==> src/hdl/cspd_pkg.sv <==
// Shared constants, word table, types and helpers of the C source payload detector.
package cspd_pkg;

   localparam int WINDOW        = 16;
   localparam int COUNT_BITS    = 16;
   localparam int BUF_LEN       = WINDOW + 1;
   localparam int FILL_BITS     = $clog2(BUF_LEN + 1);
   localparam int KW_COUNT      = 7;
   localparam int KW_IDX_BITS   = $clog2(KW_COUNT);
   localparam int DISTINCT_BITS = $clog2(KW_COUNT + 1);
   localparam int KSUM_BITS     = COUNT_BITS + 3;
   localparam int RATIO_BITS    = 8;
   localparam int PROD_BITS     = COUNT_BITS + RATIO_BITS;
   localparam int MIN_BITS      = 16;
   localparam int CMP_BITS      = (KSUM_BITS > MIN_BITS) ? KSUM_BITS : MIN_BITS;
   localparam int WORD_COUNT    = 14;
   localparam int WORD_IDX_BITS = $clog2(WORD_COUNT);
   localparam int WORD_MAX_LEN  = 9;
   localparam int SKIP_BITS     = $clog2(WORD_MAX_LEN);

   // port field widths
   localparam int BYTE_BITS      = 8;
   localparam int TOTAL_BITS     = 16;
   localparam int SUM_BITS       = 19;
   localparam int DIST_OUT_BITS  = 3;
   localparam int CSR_INDEX_BITS = 3;
   localparam int CSR_DATA_BITS  = 16;

   localparam logic [BYTE_BITS-1:0] CHAR_LF   = 8'h0a;
   localparam logic [BYTE_BITS-1:0] CHAR_CR   = 8'h0d;
   localparam logic [BYTE_BITS-1:0] CHAR_SEMI = 8'h3b;
   localparam logic [BYTE_BITS-1:0] CHAR_DASH = 8'h2d;
   localparam logic [BYTE_BITS-1:0] CHAR_GT   = 8'h3e;

   typedef enum logic [CSR_INDEX_BITS-1:0] {
      CSR_SEMI_SCALE       = 3'd0,
      CSR_LINES_MINIMUM    = 3'd1,
      CSR_ARROWS_MINIMUM   = 3'd2,
      CSR_PREPROC_MINIMUM  = 3'd3,
      CSR_KEYWORDS_MINIMUM = 3'd4,
      CSR_CALLS_MINIMUM    = 3'd5
   } csr_index_type;

   typedef enum logic [1:0] {
      GROUP_PREPROC,
      GROUP_KEYWORD,
      GROUP_CALL
   } word_group_type;

   // strings are right-justified: first character in the highest used byte
   localparam logic [BYTE_BITS*WORD_MAX_LEN-1:0] WORD_TEXT [WORD_COUNT] = '{
      "#define", "#include",
      "struct ", "enum ", "typedef ", "sizeof", "volatile ", "goto ", "void ",
      "printf(", "strcmp(", "strlen(", "malloc(", "scanf("
   };
   localparam int WORD_LEN [WORD_COUNT] = '{7, 8, 7, 5, 8, 6, 9, 5, 5, 7, 7, 7, 7, 6};
   localparam word_group_type WORD_GROUP [WORD_COUNT] = '{
      GROUP_PREPROC, GROUP_PREPROC,
      GROUP_KEYWORD, GROUP_KEYWORD, GROUP_KEYWORD, GROUP_KEYWORD,
      GROUP_KEYWORD, GROUP_KEYWORD, GROUP_KEYWORD,
      GROUP_CALL, GROUP_CALL, GROUP_CALL, GROUP_CALL, GROUP_CALL
   };
   localparam int WORD_SLOT [WORD_COUNT] = '{0, 0, 0, 1, 2, 3, 4, 5, 6, 0, 0, 0, 0, 0};

   typedef struct packed {
      logic [RATIO_BITS-1:0] semi_scale;
      logic [MIN_BITS-1:0]   lines_minimum;
      logic [MIN_BITS-1:0]   arrows_minimum;
      logic [MIN_BITS-1:0]   preproc_minimum;
      logic [MIN_BITS-1:0]   keywords_minimum;
      logic [MIN_BITS-1:0]   calls_minimum;
   } cfg_type;

   // final counts of one packet
   typedef struct packed {
      logic [COUNT_BITS-1:0]    lines;
      logic [COUNT_BITS-1:0]    semis;
      logic [COUNT_BITS-1:0]    arrows;
      logic [COUNT_BITS-1:0]    preproc;
      logic [COUNT_BITS-1:0]    calls;
      logic [KSUM_BITS-1:0]     ksum;
      logic [DISTINCT_BITS-1:0] distinct;
   } snap_type;

   typedef struct packed {
      logic                     is_c_code;
      logic [TOTAL_BITS-1:0]    line_total;
      logic [TOTAL_BITS-1:0]    semicolon_total;
      logic [TOTAL_BITS-1:0]    arrow_total;
      logic [TOTAL_BITS-1:0]    preproc_total;
      logic [SUM_BITS-1:0]      keyword_sum;
      logic [DIST_OUT_BITS-1:0] keyword_distinct;
      logic [TOTAL_BITS-1:0]    call_total;
   } result_type;

   // character j of word k, counted from the first character
   function automatic logic [BYTE_BITS-1:0] word_char(int k, int j);
      logic [BYTE_BITS-1:0] ch;
      ch = '0;
      if (j < WORD_LEN[k]) begin
         ch = WORD_TEXT[k][BYTE_BITS*(WORD_LEN[k]-1-j) +: BYTE_BITS];
      end
      return ch;
   endfunction

   function automatic logic [COUNT_BITS-1:0] sat_inc(logic [COUNT_BITS-1:0] v, logic en);
      logic [COUNT_BITS-1:0] r;
      r = v;
      if (en && (v != '1)) begin
         r = v + 1'b1;
      end
      return r;
   endfunction

   function automatic logic [TOTAL_BITS-1:0] fit_total(logic [COUNT_BITS-1:0] v);
      logic [COUNT_BITS+TOTAL_BITS-1:0] wide;
      wide = (COUNT_BITS+TOTAL_BITS)'(v);
      return wide[TOTAL_BITS-1:0];
   endfunction

   function automatic logic [SUM_BITS-1:0] fit_sum(logic [KSUM_BITS-1:0] v);
      logic [KSUM_BITS+SUM_BITS-1:0] wide;
      wide = (KSUM_BITS+SUM_BITS)'(v);
      return wide[SUM_BITS-1:0];
   endfunction

endpackage

==> src/hdl/cspd_csr.sv <==
// Configuration registers of the C source payload detector.
module cspd_csr
   import cspd_pkg::*;
(
   input  logic                      clock,
   input  logic                      reset,
   input  logic                      csr_write,
   input  logic [CSR_INDEX_BITS-1:0] csr_index,
   input  logic [CSR_DATA_BITS-1:0]  csr_wdata,
   output cfg_type                   cfg
);

   cfg_type cfg_ff;
   cfg_type cfg_in;

   always_comb begin
      cfg_in = cfg_ff;
      if (csr_write) begin
         unique case (csr_index)
            CSR_SEMI_SCALE:       cfg_in.semi_scale       = csr_wdata[RATIO_BITS-1:0];
            CSR_LINES_MINIMUM:    cfg_in.lines_minimum    = csr_wdata[MIN_BITS-1:0];
            CSR_ARROWS_MINIMUM:   cfg_in.arrows_minimum   = csr_wdata[MIN_BITS-1:0];
            CSR_PREPROC_MINIMUM:  cfg_in.preproc_minimum  = csr_wdata[MIN_BITS-1:0];
            CSR_KEYWORDS_MINIMUM: cfg_in.keywords_minimum = csr_wdata[MIN_BITS-1:0];
            CSR_CALLS_MINIMUM:    cfg_in.calls_minimum    = csr_wdata[MIN_BITS-1:0];
            default:              cfg_in = cfg_ff;
         endcase
      end
   end

   always_ff @(posedge clock) begin
      if (reset) begin
         cfg_ff.semi_scale       <= RATIO_BITS'(2);
         cfg_ff.lines_minimum    <= MIN_BITS'(10);
         cfg_ff.arrows_minimum   <= MIN_BITS'(3);
         cfg_ff.preproc_minimum  <= MIN_BITS'(2);
         cfg_ff.keywords_minimum <= MIN_BITS'(5);
         cfg_ff.calls_minimum    <= MIN_BITS'(3);
      end else begin
         cfg_ff <= cfg_in;
      end
   end

   assign cfg = cfg_ff;

endmodule

==> src/hdl/cspd_scan.sv <==
// Lookahead window, pattern compare and saturating feature counters.
module cspd_scan
   import cspd_pkg::*;
(
   input  logic                 clock,
   input  logic                 reset,
   input  logic                 item_step,
   input  logic [BYTE_BITS-1:0] item_byte,
   input  logic                 item_last,
   output logic                 snap_load,
   output snap_type             snap_data
);

   logic [BYTE_BITS-1:0]     win_ff [BUF_LEN];
   logic [BYTE_BITS-1:0]     win_in [BUF_LEN];
   logic [FILL_BITS-1:0]     fill_ff, fill_in, fill_upd;
   logic [SKIP_BITS-1:0]     skip_ff, skip_in, skip_upd, skip_new;
   logic [COUNT_BITS-1:0]    lines_ff, semis_ff, arrows_ff, preproc_ff, calls_ff;
   logic [COUNT_BITS-1:0]    lines_in, semis_in, arrows_in, preproc_in, calls_in;
   logic [COUNT_BITS-1:0]    kw_ff [KW_COUNT];
   logic [COUNT_BITS-1:0]    kw_in [KW_COUNT];
   logic [COUNT_BITS-1:0]    kw_upd [KW_COUNT];
   logic [KSUM_BITS-1:0]     ksum_ff, ksum_in;
   logic [DISTINCT_BITS-1:0] distinct_ff, distinct_in;
   logic                     full, examine;
   logic [WORD_COUNT-1:0]    hit;
   logic                     word_hit;
   logic [WORD_IDX_BITS-1:0] word_idx;
   logic                     line_inc, semi_inc, arrow_inc, pre_inc, kw_inc, call_inc;
   logic [KW_IDX_BITS-1:0]   kw_slot;
   logic                     kw_bump, kw_first;
   snap_type                 upd;

   always_comb begin
      for (int i = 0; i < BUF_LEN - 1; i++) begin
         win_in[i] = win_ff[i+1];
      end
      win_in[BUF_LEN-1] = item_byte;

      fill_upd = (fill_ff < FILL_BITS'(BUF_LEN)) ? fill_ff + 1'b1 : fill_ff;
      full     = (fill_upd == FILL_BITS'(BUF_LEN));
      examine  = item_step && full && (skip_ff == '0);

      // fixed-string compare at the head of the shifted window
      for (int k = 0; k < WORD_COUNT; k++) begin
         hit[k] = 1'b1;
         for (int j = 0; j < WORD_MAX_LEN; j++) begin
            if ((j < WORD_LEN[k]) && (win_in[j] != word_char(k, j))) begin
               hit[k] = 1'b0;
            end
         end
      end
      word_hit = |hit;
      word_idx = '0;
      for (int k = WORD_COUNT - 1; k >= 0; k--) begin
         if (hit[k]) begin
            word_idx = WORD_IDX_BITS'(k);
         end
      end

      line_inc  = 1'b0;
      semi_inc  = 1'b0;
      arrow_inc = 1'b0;
      pre_inc   = 1'b0;
      kw_inc    = 1'b0;
      call_inc  = 1'b0;
      skip_new  = '0;
      kw_slot   = KW_IDX_BITS'(WORD_SLOT[word_idx]);
      if (examine) begin
         priority if (win_in[0] == CHAR_LF) begin
            line_inc = 1'b1;
         end else if (win_in[0] == CHAR_SEMI) begin
            semi_inc = (win_in[1] == CHAR_LF) || (win_in[1] == CHAR_CR);
         end else if ((win_in[0] == CHAR_DASH) && (win_in[1] == CHAR_GT)) begin
            arrow_inc = 1'b1;
            skip_new  = SKIP_BITS'(1);
         end else if (word_hit) begin
            skip_new = SKIP_BITS'(WORD_LEN[word_idx] - 1);
            unique case (WORD_GROUP[word_idx])
               GROUP_PREPROC: pre_inc  = 1'b1;
               GROUP_KEYWORD: kw_inc   = 1'b1;
               GROUP_CALL:    call_inc = 1'b1;
               default:       call_inc = 1'b0;
            endcase
         end else begin
            skip_new = '0;
         end
      end

      priority if (!full) begin
         skip_upd = skip_ff;
      end else if (skip_ff != '0) begin
         skip_upd = skip_ff - 1'b1;
      end else begin
         skip_upd = skip_new;
      end

      kw_bump  = 1'b0;
      kw_first = 1'b0;
      for (int k = 0; k < KW_COUNT; k++) begin
         kw_upd[k] = sat_inc(kw_ff[k], kw_inc && (kw_slot == KW_IDX_BITS'(k)));
         if (kw_inc && (kw_slot == KW_IDX_BITS'(k))) begin
            kw_bump  = (kw_ff[k] != '1);
            kw_first = (kw_ff[k] == '0);
         end
      end

      upd.lines    = sat_inc(lines_ff, line_inc);
      upd.semis    = sat_inc(semis_ff, semi_inc);
      upd.arrows   = sat_inc(arrows_ff, arrow_inc);
      upd.preproc  = sat_inc(preproc_ff, pre_inc);
      upd.calls    = sat_inc(calls_ff, call_inc);
      upd.ksum     = ksum_ff + KSUM_BITS'(kw_bump);
      upd.distinct = distinct_ff + DISTINCT_BITS'(kw_first);

      // hold when idle, clear after the last byte of a packet
      fill_in     = fill_ff;
      skip_in     = skip_ff;
      lines_in    = lines_ff;
      semis_in    = semis_ff;
      arrows_in   = arrows_ff;
      preproc_in  = preproc_ff;
      calls_in    = calls_ff;
      ksum_in     = ksum_ff;
      distinct_in = distinct_ff;
      kw_in       = kw_ff;
      if (item_step) begin
         if (item_last) begin
            fill_in     = '0;
            skip_in     = '0;
            lines_in    = '0;
            semis_in    = '0;
            arrows_in   = '0;
            preproc_in  = '0;
            calls_in    = '0;
            ksum_in     = '0;
            distinct_in = '0;
            for (int k = 0; k < KW_COUNT; k++) begin
               kw_in[k] = '0;
            end
         end else begin
            fill_in     = fill_upd;
            skip_in     = skip_upd;
            lines_in    = upd.lines;
            semis_in    = upd.semis;
            arrows_in   = upd.arrows;
            preproc_in  = upd.preproc;
            calls_in    = upd.calls;
            ksum_in     = upd.ksum;
            distinct_in = upd.distinct;
            kw_in       = kw_upd;
         end
      end
   end

   always_ff @(posedge clock) begin
      if (reset) begin
         fill_ff     <= '0;
         skip_ff     <= '0;
         lines_ff    <= '0;
         semis_ff    <= '0;
         arrows_ff   <= '0;
         preproc_ff  <= '0;
         calls_ff    <= '0;
         ksum_ff     <= '0;
         distinct_ff <= '0;
         for (int k = 0; k < KW_COUNT; k++) begin
            kw_ff[k] <= '0;
         end
      end else begin
         fill_ff     <= fill_in;
         skip_ff     <= skip_in;
         lines_ff    <= lines_in;
         semis_ff    <= semis_in;
         arrows_ff   <= arrows_in;
         preproc_ff  <= preproc_in;
         calls_ff    <= calls_in;
         ksum_ff     <= ksum_in;
         distinct_ff <= distinct_in;
         kw_ff       <= kw_in;
      end
   end

   // window bytes are only examined once fill_ff says they were all loaded
   always_ff @(posedge clock) begin
      if (item_step) begin
         win_ff <= win_in;
      end
   end

   assign snap_load = item_step && item_last;
   assign snap_data = upd;

endmodule

==> src/hdl/cspd_verdict.sv <==
// Packet count snapshot, verdict rules and result register.
module cspd_verdict
   import cspd_pkg::*;
(
   input  logic     clock,
   input  logic     reset,
   input  cfg_type  cfg,
   input  logic     snap_load,
   input  snap_type snap_data,
   output logic     snap_free,
   input  logic     rsp_stall,
   output logic     rsp_valid,
   output result_type rsp_data
);

   logic       snap_valid_ff, snap_valid_in;
   snap_type   snap_ff;
   logic       rsp_valid_ff, rsp_valid_in;
   result_type rsp_ff, rsp_in;
   logic       rsp_free, snap_move;
   logic [PROD_BITS-1:0] semi_prod;
   logic       semi_rule, arrow_rule, pre_rule, kw_rule, call_rule;

   assign rsp_free  = !rsp_valid_ff || !rsp_stall;
   assign snap_move = snap_valid_ff && rsp_free;
   assign snap_free = !snap_valid_ff || snap_move;

   always_comb begin
      semi_prod  = PROD_BITS'(snap_ff.semis) * PROD_BITS'(cfg.semi_scale);
      semi_rule  = (semi_prod >= PROD_BITS'(snap_ff.lines)) &&
                   (CMP_BITS'(snap_ff.lines) >= CMP_BITS'(cfg.lines_minimum));
      arrow_rule = CMP_BITS'(snap_ff.arrows) >= CMP_BITS'(cfg.arrows_minimum);
      pre_rule   = CMP_BITS'(snap_ff.preproc) >= CMP_BITS'(cfg.preproc_minimum);
      kw_rule    = (CMP_BITS'(snap_ff.ksum) >= CMP_BITS'(cfg.keywords_minimum)) &&
                   (snap_ff.distinct > DISTINCT_BITS'(1));
      call_rule  = CMP_BITS'(snap_ff.calls) >= CMP_BITS'(cfg.calls_minimum);

      rsp_in.is_c_code        = semi_rule || arrow_rule || pre_rule || kw_rule || call_rule;
      rsp_in.line_total       = fit_total(snap_ff.lines);
      rsp_in.semicolon_total  = fit_total(snap_ff.semis);
      rsp_in.arrow_total      = fit_total(snap_ff.arrows);
      rsp_in.preproc_total    = fit_total(snap_ff.preproc);
      rsp_in.keyword_sum      = fit_sum(snap_ff.ksum);
      rsp_in.keyword_distinct = DIST_OUT_BITS'(snap_ff.distinct);
      rsp_in.call_total       = fit_total(snap_ff.calls);

      priority if (snap_load) begin
         snap_valid_in = 1'b1;
      end else if (snap_move) begin
         snap_valid_in = 1'b0;
      end else begin
         snap_valid_in = snap_valid_ff;
      end

      priority if (snap_move) begin
         rsp_valid_in = 1'b1;
      end else if (rsp_free) begin
         rsp_valid_in = 1'b0;
      end else begin
         rsp_valid_in = rsp_valid_ff;
      end
   end

   always_ff @(posedge clock) begin
      if (reset) begin
         snap_valid_ff <= 1'b0;
         rsp_valid_ff  <= 1'b0;
      end else begin
         snap_valid_ff <= snap_valid_in;
         rsp_valid_ff  <= rsp_valid_in;
      end
   end

   always_ff @(posedge clock) begin
      if (snap_load) begin
         snap_ff <= snap_data;
      end
      if (snap_move) begin
         rsp_ff <= rsp_in;
      end
   end

   assign rsp_valid = rsp_valid_ff;
   assign rsp_data  = rsp_ff;

endmodule

==> src/hdl/c_source_payload_detector.sv <==
// Top level of the C source payload detector: input register, scan, verdict and config.
//
// Takes one payload byte per word and can accept a word on every clock. Each byte is
// registered, then shifted into a 17-byte lookahead window; the byte 16 places behind
// the newest is checked for newline, line-ending semicolon, arrow and a fixed set of
// preprocessor, keyword and library-call strings, and a match skips the scan past the
// matched text. Counters saturate at 65535. A packet's last byte (packet_end) is checked
// too, then its counts move to a snapshot register, the verdict is formed there and one
// result word is then registered onto rsp_ through the result register; all packet state
// is cleared for the next packet. The window and counter update loop runs once per
// clock, so throughput is one byte per cycle. A stalled result holds back only a
// further last byte, once the snapshot register is also occupied. Configuration
// registers reset to ratio 2, lines 10, arrows 3, preprocessor 2, keywords 5, calls 3.
module c_source_payload_detector
   import cspd_pkg::*;
(
   input  logic                      clock,
   input  logic                      reset,
   input  logic                      req_valid,
   output logic                      req_stall,
   input  logic [BYTE_BITS-1:0]      req_payload_byte,
   input  logic                      req_packet_end,
   output logic                      rsp_valid,
   input  logic                      rsp_stall,
   output logic                      rsp_is_c_code,
   output logic [TOTAL_BITS-1:0]     rsp_line_total,
   output logic [TOTAL_BITS-1:0]     rsp_semicolon_total,
   output logic [TOTAL_BITS-1:0]     rsp_arrow_total,
   output logic [TOTAL_BITS-1:0]     rsp_preproc_total,
   output logic [SUM_BITS-1:0]       rsp_keyword_sum,
   output logic [DIST_OUT_BITS-1:0]  rsp_keyword_distinct,
   output logic [TOTAL_BITS-1:0]     rsp_call_total,
   input  logic                      csr_write,
   input  logic [CSR_INDEX_BITS-1:0] csr_index,
   input  logic [CSR_DATA_BITS-1:0]  csr_wdata
);

   logic                 in_valid_ff, in_valid_in;
   logic [BYTE_BITS-1:0] in_byte_ff;
   logic                 in_last_ff;
   logic                 advance, accept;
   logic                 snap_load, snap_free;
   snap_type             snap_data;
   cfg_type              cfg;
   result_type           rsp_data;

   // a last byte may only move on when the snapshot register can take its counts
   assign advance   = in_valid_ff && (!in_last_ff || snap_free);
   assign req_stall = in_valid_ff && !advance;
   assign accept    = req_valid && !req_stall;

   always_comb begin
      priority if (accept) begin
         in_valid_in = 1'b1;
      end else if (advance) begin
         in_valid_in = 1'b0;
      end else begin
         in_valid_in = in_valid_ff;
      end
   end

   always_ff @(posedge clock) begin
      if (reset) begin
         in_valid_ff <= 1'b0;
      end else begin
         in_valid_ff <= in_valid_in;
      end
   end

   always_ff @(posedge clock) begin
      if (accept) begin
         in_byte_ff <= req_payload_byte;
         in_last_ff <= req_packet_end;
      end
   end

   cspd_csr u_csr (
      .clock     (clock),
      .reset     (reset),
      .csr_write (csr_write),
      .csr_index (csr_index),
      .csr_wdata (csr_wdata),
      .cfg       (cfg)
   );

   cspd_scan u_scan (
      .clock     (clock),
      .reset     (reset),
      .item_step (advance),
      .item_byte (in_byte_ff),
      .item_last (in_last_ff),
      .snap_load (snap_load),
      .snap_data (snap_data)
   );

   cspd_verdict u_verdict (
      .clock     (clock),
      .reset     (reset),
      .cfg       (cfg),
      .snap_load (snap_load),
      .snap_data (snap_data),
      .snap_free (snap_free),
      .rsp_stall (rsp_stall),
      .rsp_valid (rsp_valid),
      .rsp_data  (rsp_data)
   );

   assign rsp_is_c_code        = rsp_data.is_c_code;
   assign rsp_line_total       = rsp_data.line_total;
   assign rsp_semicolon_total  = rsp_data.semicolon_total;
   assign rsp_arrow_total      = rsp_data.arrow_total;
   assign rsp_preproc_total    = rsp_data.preproc_total;
   assign rsp_keyword_sum      = rsp_data.keyword_sum;
   assign rsp_keyword_distinct = rsp_data.keyword_distinct;
   assign rsp_call_total       = rsp_data.call_total;

`ifndef ASSERT_OFF
   // only a held last byte can back up the input side
   a_stall_only_on_last: assert property (@(posedge clock) disable iff (reset)
      req_stall |-> (in_valid_ff && in_last_ff))
      else $error("input stalled without a pending last byte");

   a_no_keyword_no_sum: assert property (@(posedge clock) disable iff (reset)
      (rsp_valid && (rsp_keyword_distinct == '0)) |-> (rsp_keyword_sum == '0))
      else $error("keyword sum nonzero with no distinct keywords");

   a_arrow_rule: assert property (@(posedge clock) disable iff (reset)
      (rsp_valid && (rsp_arrow_total >= cfg.arrows_minimum)) |-> rsp_is_c_code)
      else $error("arrow count reached minimum but verdict is clear");

   a_call_rule: assert property (@(posedge clock) disable iff (reset)
      (rsp_valid && (rsp_call_total >= cfg.calls_minimum)) |-> rsp_is_c_code)
      else $error("call count reached minimum but verdict is clear");
`endif

endmodule

==> config.mk <==
export PLATFORM = sky130hd
export DESIGN_NAME = c_source_payload_detector
export DESIGN_NICKNAME = d
export VERILOG_FILES = /design/src/hdl/cspd_pkg.sv /design/src/hdl/cspd_csr.sv /design/src/hdl/cspd_scan.sv /design/src/hdl/cspd_verdict.sv /design/src/hdl/c_source_payload_detector.sv
export SDC_FILE = /design/constraint.sdc
export NUM_CORES = 2
export LEC_CHECK = 0
export BUFFER_PORTS_ARGS = -buffer_cell sky130_fd_sc_hd__buf_4
export CORE_MARGIN = 3
export CORE_UTILIZATION = 25
export CTS_BUF_LIST = sky130_fd_sc_hd__clkbuf_4
export DETAILED_ROUTE_END_ITERATION = 16
export MAX_ROUTING_LAYER = met4
export SLEW_MARGIN = 20
export SYNTH_ARGS = -nofsm -noshare
export SYNTH_HDL_FRONTEND = slang
export SYNTH_SLANG_ARGS = --single-unit
==> constraint.sdc <==
create_clock -name clock -period 12.9 [get_ports clock]
set_clock_uncertainty 0.05 [all_clocks]
set_input_delay 0 -clock clock [delete_from_list [all_inputs] [get_ports clock]]
set_output_delay 0 -clock clock [all_outputs]
set_load 0.05 [all_outputs]
Word level (Yosys, flattened, before mapping)

Memory sizes are Yosys's and may differ from the RTL's.
Index checks and enable logic that the tools add are counted.

Bits in registers: 656
Bits in latches: 0
RAM bits: 0
Memory bits (read-only): 1,056
Input port bits: 33
Output and inout port bits: 105
Memories kept: 3

Memory list:

| memory          | words | bits a word | read ports | clocked after memory_dff | write ports | line            | source |
|---|---|---|---|---|---|---|---|
| (no name shown) | 16    | 32          | 1          | 0                        | 0           | cspd_scan.sv:68 | `kw_slot = KW_IDX_BITS'(WORD_SLOT[word_idx]);` |
| (no name shown) | 16    | 32          | 1          | 0                        | 0           | cspd_scan.sv:78 | `skip_new = SKIP_BITS'(WORD_LEN[word_idx] - 1);` |
| (no name shown) | 16    | 2           | 1          | 0                        | 0           | cspd_scan.sv:79 | `unique case (WORD_GROUP[word_idx])` |

Add/subtract/negate cells: 17
Multipliers: 1
Div/mod/pow operators: 0
Order comparisons: 9
Equal/unequal tests: 97
Shift operators: 0
Mux-type cells: 180
Bitwise logic cells: 1
Reductions and logical operators: 81

Operator list:

| kind                                                                    | number |
|---|---|
| 8-bit by 7-bit inequality test with 1-bit output, second input constant | 58 |
| 16-bit two-way mux                                                      | 17 |
| 16-bit by 1-bit adder with 16-bit output, second input constant         | 12 |
| 16-bit inequality test, second input constant                           | 12 |
| 1-bit two-way mux                                                       | 130 |
| 16-bit logical NOT                                                      | 7 |
| 112-bit two-way mux                                                     | 1 |
| 4-bit two-way mux                                                       | 24 |
| 16-bit >= comparator                                                    | 4 |
| 8-bit by 6-bit inequality test with 1-bit output, second input constant | 7 |
| 1-bit logical AND                                                       | 29 |
| 2-bit AND reduction                                                     | 14 |
| 8-bit by 4-bit == test with 1-bit output, second input constant         | 3 |
| 8-bit by 6-bit == test with 1-bit output, second input constant         | 3 |
| 24-bit by 16-bit >= comparator with 1-bit output                        | 1 |
| 16-bit by 8-bit multiplier with 24-bit output                           | 1 |
| 2-bit nonzero test                                                      | 11 |
| 19-bit by 1-bit adder with 19-bit output                                | 1 |
| 19-bit by 16-bit >= comparator with 1-bit output                        | 1 |
| 19-bit two-way mux                                                      | 1 |
| 3-bit == test, second input constant                                    | 5 |
| 14-bit OR reduction                                                     | 1 |
| 3-bit by 2-bit == test with 1-bit output, second input constant         | 4 |
| 5-bit two-way mux                                                       | 2 |
| other kinds (20)                                                        | 37 |

Depth between registers and ports, before layout

Depth in word-level cells: 42
Depth in mapped cells: 26
Depth with buffers taken out: 26

Modules after synthesis

From an unflattened synthesis, not the netlist that was laid out.

Cells, all modules: 3,435
Area total of the unflattened synthesis: 35,617.9 µm²

Modules (own cells, without submodules):

| module                    | instances | cells an instance | area each (µm²) | seq. area each (µm²) |
|---|---|---|---|---|
| cspd_scan                 | 1         | 2,097             | 19,082.1        | 8,308.0 |
| cspd_verdict              | 1         | 1,005             | 12,697.2        | 6,195.9 |
| cspd_csr                  | 1         | 316               | 3,498.4         | 1,761.7 |
| c_source_payload_detector | 1         | 17                | 340.3           | 290.3 |

Worst setup path after synthesis

Ideal clock, no wire load.

Kind: flip-flop to flip-flop
Start point: register u_verdict.rsp_valid_ff (netlist: u_verdict.rsp_valid)
End point: register u_verdict.rsp_ff (netlist bit u_verdict.rsp_data[0]), enable pin
Arrival time: 7.956 ns
Required time: 12.129 ns
Path slack: 4.174 ns
Cell stages (with the launch flop): 2
Cells stage by stage: dfxtp_1 -> a21boi_0

Word-level cells in the longest chain between the ends: 3

Ends and longest elaborated chain:

| what                   | line               | source |
|---|---|---|
| start, declared        | cspd_verdict.sv:18 | `logic rsp_valid_ff, rsp_valid_in;` |
| start signal, assigned | cspd_verdict.sv:70 | `rsp_valid_ff <= rsp_valid_in;` |
| 1-bit logical NOT      | cspd_verdict.sv:24 | `assign rsp_free = !rsp_valid_ff \|\| !rsp_stall;` |
| 1-bit logical OR       | cspd_verdict.sv:24 |  |
| 1-bit logical AND      | cspd_verdict.sv:25 | `assign snap_move = snap_valid_ff && rsp_free;` |
| end signal, assigned   | cspd_verdict.sv:79 | `rsp_ff <= rsp_in;` |
| end, declared          | cspd_verdict.sv:19 | `result_type rsp_ff, rsp_in;` |

No other way between the ends.
A chain may end at the register's enable or synchronous reset.

==> summary.md <==
| Metric | Value |
|---|---|
| Reg2Reg Depth | 21 |
| Top-count cell post-synth | nand2_1 |
| Sw Ratio | 0.248 |
| Synth area leader | edfxtp_1 |
| F_max | about 150 MHz |
| Cell-internal power | about 3.2 mW |
| Setup violators final | 0 |
| Max_slew headroom | 0.263 |
| H-tree depth | 4 |
| DRT met1 WL | ~45 mm |
| Clk slew on worst S/H paths | around 0.080 ns |
| RR Endpoint | u_verdict.rsp_data[102]$_DFFE_PP_ |
| Post-route design area | approximately 40000 sq um |
| P_leak | 15.4 nW |
| WHS Endpoint | u_csr.cfg[81]$_SDFFE_PP1P_ |
| Root Buffer | clkbuf_4 |
| DR iter-0 viols | roughly 2500 |
| Sequential share of power | 0.526 |
| Dpl hpwl | just under 70 mm |
| Die ar. | around 140000 sq um |
| Die W | around 380 um |
| Top layer in use | met4 |
| Max cap viols | 0 |
| Port bufs | around 140 |
| Hold Crit Start | csr_index[1] |
| Core Rows | around 140 |
| Core Region | 136000 sq um |
| Non-filler cells, final | around 5600 |
| Startpoint Class | register |
| FF+latch count, synth | roughly 660 |
| Final hold vios | 0 |
| First-pass GRT wire length | approximately 150 mm |
| TritonCTS clock tree | done |
| Status | finished clean |
| Share of the synthesized area in the top cell type | 0.299 |
| TNS Setup | 0 ns |
| Worst skew pair latency | about 1.1 ns |
| Critical Path Start | u_csr.cfg[87]$_SDFFE_PP0P_ |
| GRT overflow | 0 |
| Layout cells sized above 1 | 0.128 |
| DR WL met3 | around 6.5 mm |
| Syn avg cell area | between 10 and 15 sq um |
| List of most frequent post-synthesis cells | nand2_1 (405), edfxtp_1 (342), dfxtp_1 (314), inv_1 (233), nor2_1 (224) |
| Worst EP required | between 10 and 15 ns |
| Met2 WL | 44.7 mm |
| FFs w/ async S/R, synth | 0 |
| Num CTS Buffers | 171 |
| Crit path capture type | register |
| Area of placed instances | 37200 sq um |
| Post-CTS Resized | 0 |
| Area added between synthesis and finish | 17.5% |
| Antenna viol nets, final | 0 |
| Vias per cell | roughly 4.8 |
| DR WL/cell | between 15 and 20 um |
| Die extent in y | approximately 380 um |
| RSZ-0062 raised after global routing | no |
| Top_reg_cell synth | edfxtp_1 |
| Gp weighted congestion | around 0.92 |
| Nets | around 4000 |
| Tightest Hold Check Type | in2reg |
| Pin count of the biggest net entering global routing | between 90 and 100 |
| Mapped Cells | roughly 3400 |
| Reg2reg start | u_csr.cfg[87]$_SDFFE_PP0P_ |
| Antenna violations before repair | 7 |
| Post-synthesis cell type count | a little under 100 |
| Worst EP arrival | between 7 and 8 ns |
| DRC Markers | 0 |
| Area contributors post-synth | edfxtp_1 (30%), dfxtp_1 (18%), ha_1 (6.1%) |
| Synth warn | 0 |
| Clock share of power | 0.437 |
| CP Class | reg2reg |
| Synth Net Count | roughly 3700 |
| Peak VDD IR | 0.0709 mV |
| Sequential area share after synthesis | 0.482 |
| Clock Sinks | around 660 |
| Final Routed Wirelength | about 100 mm |
| Max Fanout on Critical Path | 17 |
| Initial Util | 0.253 |
| WHS | 0.150 ns |
| Hold Path Stages | 6 |
| Max Root-Sink Buffers | 3 |
| Io pins | about 140 |
| Vias in the first global route | about 26000 |
| Tcrit/Tclk final | 0.524 |
| Routed via count | 27100 |
| Worst-Margin Slew | 1.11 ns |
| Tmin final | a little under 7 ns |
| DR pass1 iterations | 5 |
| Mapped cell area | 34400 sq um |
| Reg2reg setup slack | about 6.1 ns |
| Comb pwr share | 0.037 |
| Post-synth EDFFs | between 300 and 400 |
| Post-Place Cells | 5222 |
| Max-slew violations | 0 |
| Power per cell area | about 100 nW/um^2 |
| Psw | between 1 and 1.5 mW |
| Gr usage total | 0.140 |
-- worst max-delay path by stage --
stage	cells after the start	slack (ns)	endpoint
global route	20	5.54	u_scan.ksum_ff[18]$_SDFFE_PP0P_
global placement	21	6.21	u_verdict.rsp_data[102]$_DFFE_PP_
detailed placement	21	6.16	u_verdict.rsp_data[102]$_DFFE_PP_
finish	21	6.14	u_verdict.rsp_data[102]$_DFFE_PP_
CTS	20	6.15	u_scan.ksum_ff[18]$_SDFFE_PP0P_
floorplan	1	4.17	u_verdict.rsp_data[0]$_DFFE_PP_
-- routing by layer --
metal / up-vias / track usage
met2: 887 / 0.213
met1: 13000 / 0.182
met5: - / -
li1: 13000 / -
met4: 0 / 0.0482
met3: 172 / 0.0311
-- sequential cells by signal, summed over array words and instances (netlist names), 8 cells and up --
register / cells
u_scan.calls_ff: 16
u_scan.lines_ff: 16
u_scan.win_ff: 128
u_verdict.rsp_in: 102
in_byte_ff: 8
u_scan.preproc_ff: 16
u_csr.cfg: 88
u_scan.kw_ff: 112
u_scan.arrows_ff: 16
u_scan.ksum_ff: 19
u_scan.semis_ff: 16
u_verdict.rsp_data: 103
-- layout by cell type, fill, tap and decap left out, drive strengths merged, types with 15 or more instances in the layout --
cell and n:
a21o 25, a21oi 201, a22oi 35, a31oi 33, and2 86, and3 62, and4 28, buf 159
clkbuf 249, clkinv 52, dfxtp 314, dlygate4sd3 85, edfxtp 342, fa 84, ha 167, inv 242
nand2 405, nand2b 17, nand3 126, nand4 76, nand4b 15, nor2 225, nor3 81, nor3b 15
nor4 57, o211ai 19, o21ai 132, o31ai 28, or3 57, or4 30, xnor2 95, xor2 69
-- repair_timing --
item	CTS	global route
setup endpoints to repair	0	0
hold endpoints to repair	266	0
setup buffers	0	0
hold buffers	86	0
-- metrics by stage --
| stage | utilization | setup WS (ns) | power [mW] |
|---|---|---|---|
| after floorplan | - | 4.17 | 2.33 |
| after global placement | 0.274 | 6.21 | 2.39 |
| after detailed placement | 0.274 | 6.16 | 2.39 |
| after CTS | 0.297 | 6.15 | 4.27 |
| after global routing | 0.297 | 5.54 | 4.41 |
| final | 0.297 | 6.14 | 4.19 |
-- logic make-up after synthesis --
logic type / count (synthesis) / share of synthesized area
DFF: 656 / 0.482
AOI/OAI and AO/OA: 593 / 0.108
adders and majority gates: 251 / 0.110
muxes: 15 / 0.00463
buffers and inverters: 374 / 0.0424
and+or+nand+nor: 1370 / 0.211
xor gates and xnor gates: 164 / 0.0418
-- critical path: stages (launching register included) --
cell and delay (ns):
dfxtp_1 0.73, nand2_1 0.17, fa_1 0.57, inv_1 0.05, fa_1 0.50, fa_1 0.53
fa_1 0.50, ha_1 0.23, or3_1 0.39, a21o_1 0.19, a2111o_1 0.45, a31oi_1 0.33
xnor2_1 0.17, ha_1 0.28, a21o_1 0.17, a22oi_1 0.14, nand4_1 0.11, nor4_1 0.28
nand2_1 0.08, a31oi_1 0.14, nand4b_1 0.12, o41a_1 0.39
-- layout make-up --
cell class / count / area, sq um
fill: 14100 / 95600
sequential: 656 / 16600
multi-input combinational: 2393 / 16400
tap: 1781 / 2230
timing repair buffer: 244 / 2070
clock buffer: 249 / 1870
inverter: 234 / 888
clock inverter: 62 / 363
antenna: 10 / 25.0
-- power groups by stage --
stage	clock network [mW]	registers, mW	logic (mW)
CTS	1.91	2.21	0.157
detailed placement	0	2.25	0.136
finish	1.83	2.21	0.156
global route	2.03	2.21	0.170
global placement	0	2.25	0.134
floorplan	0	2.26	0.0773
Note: power is estimated with default switching activity, not from simulation.
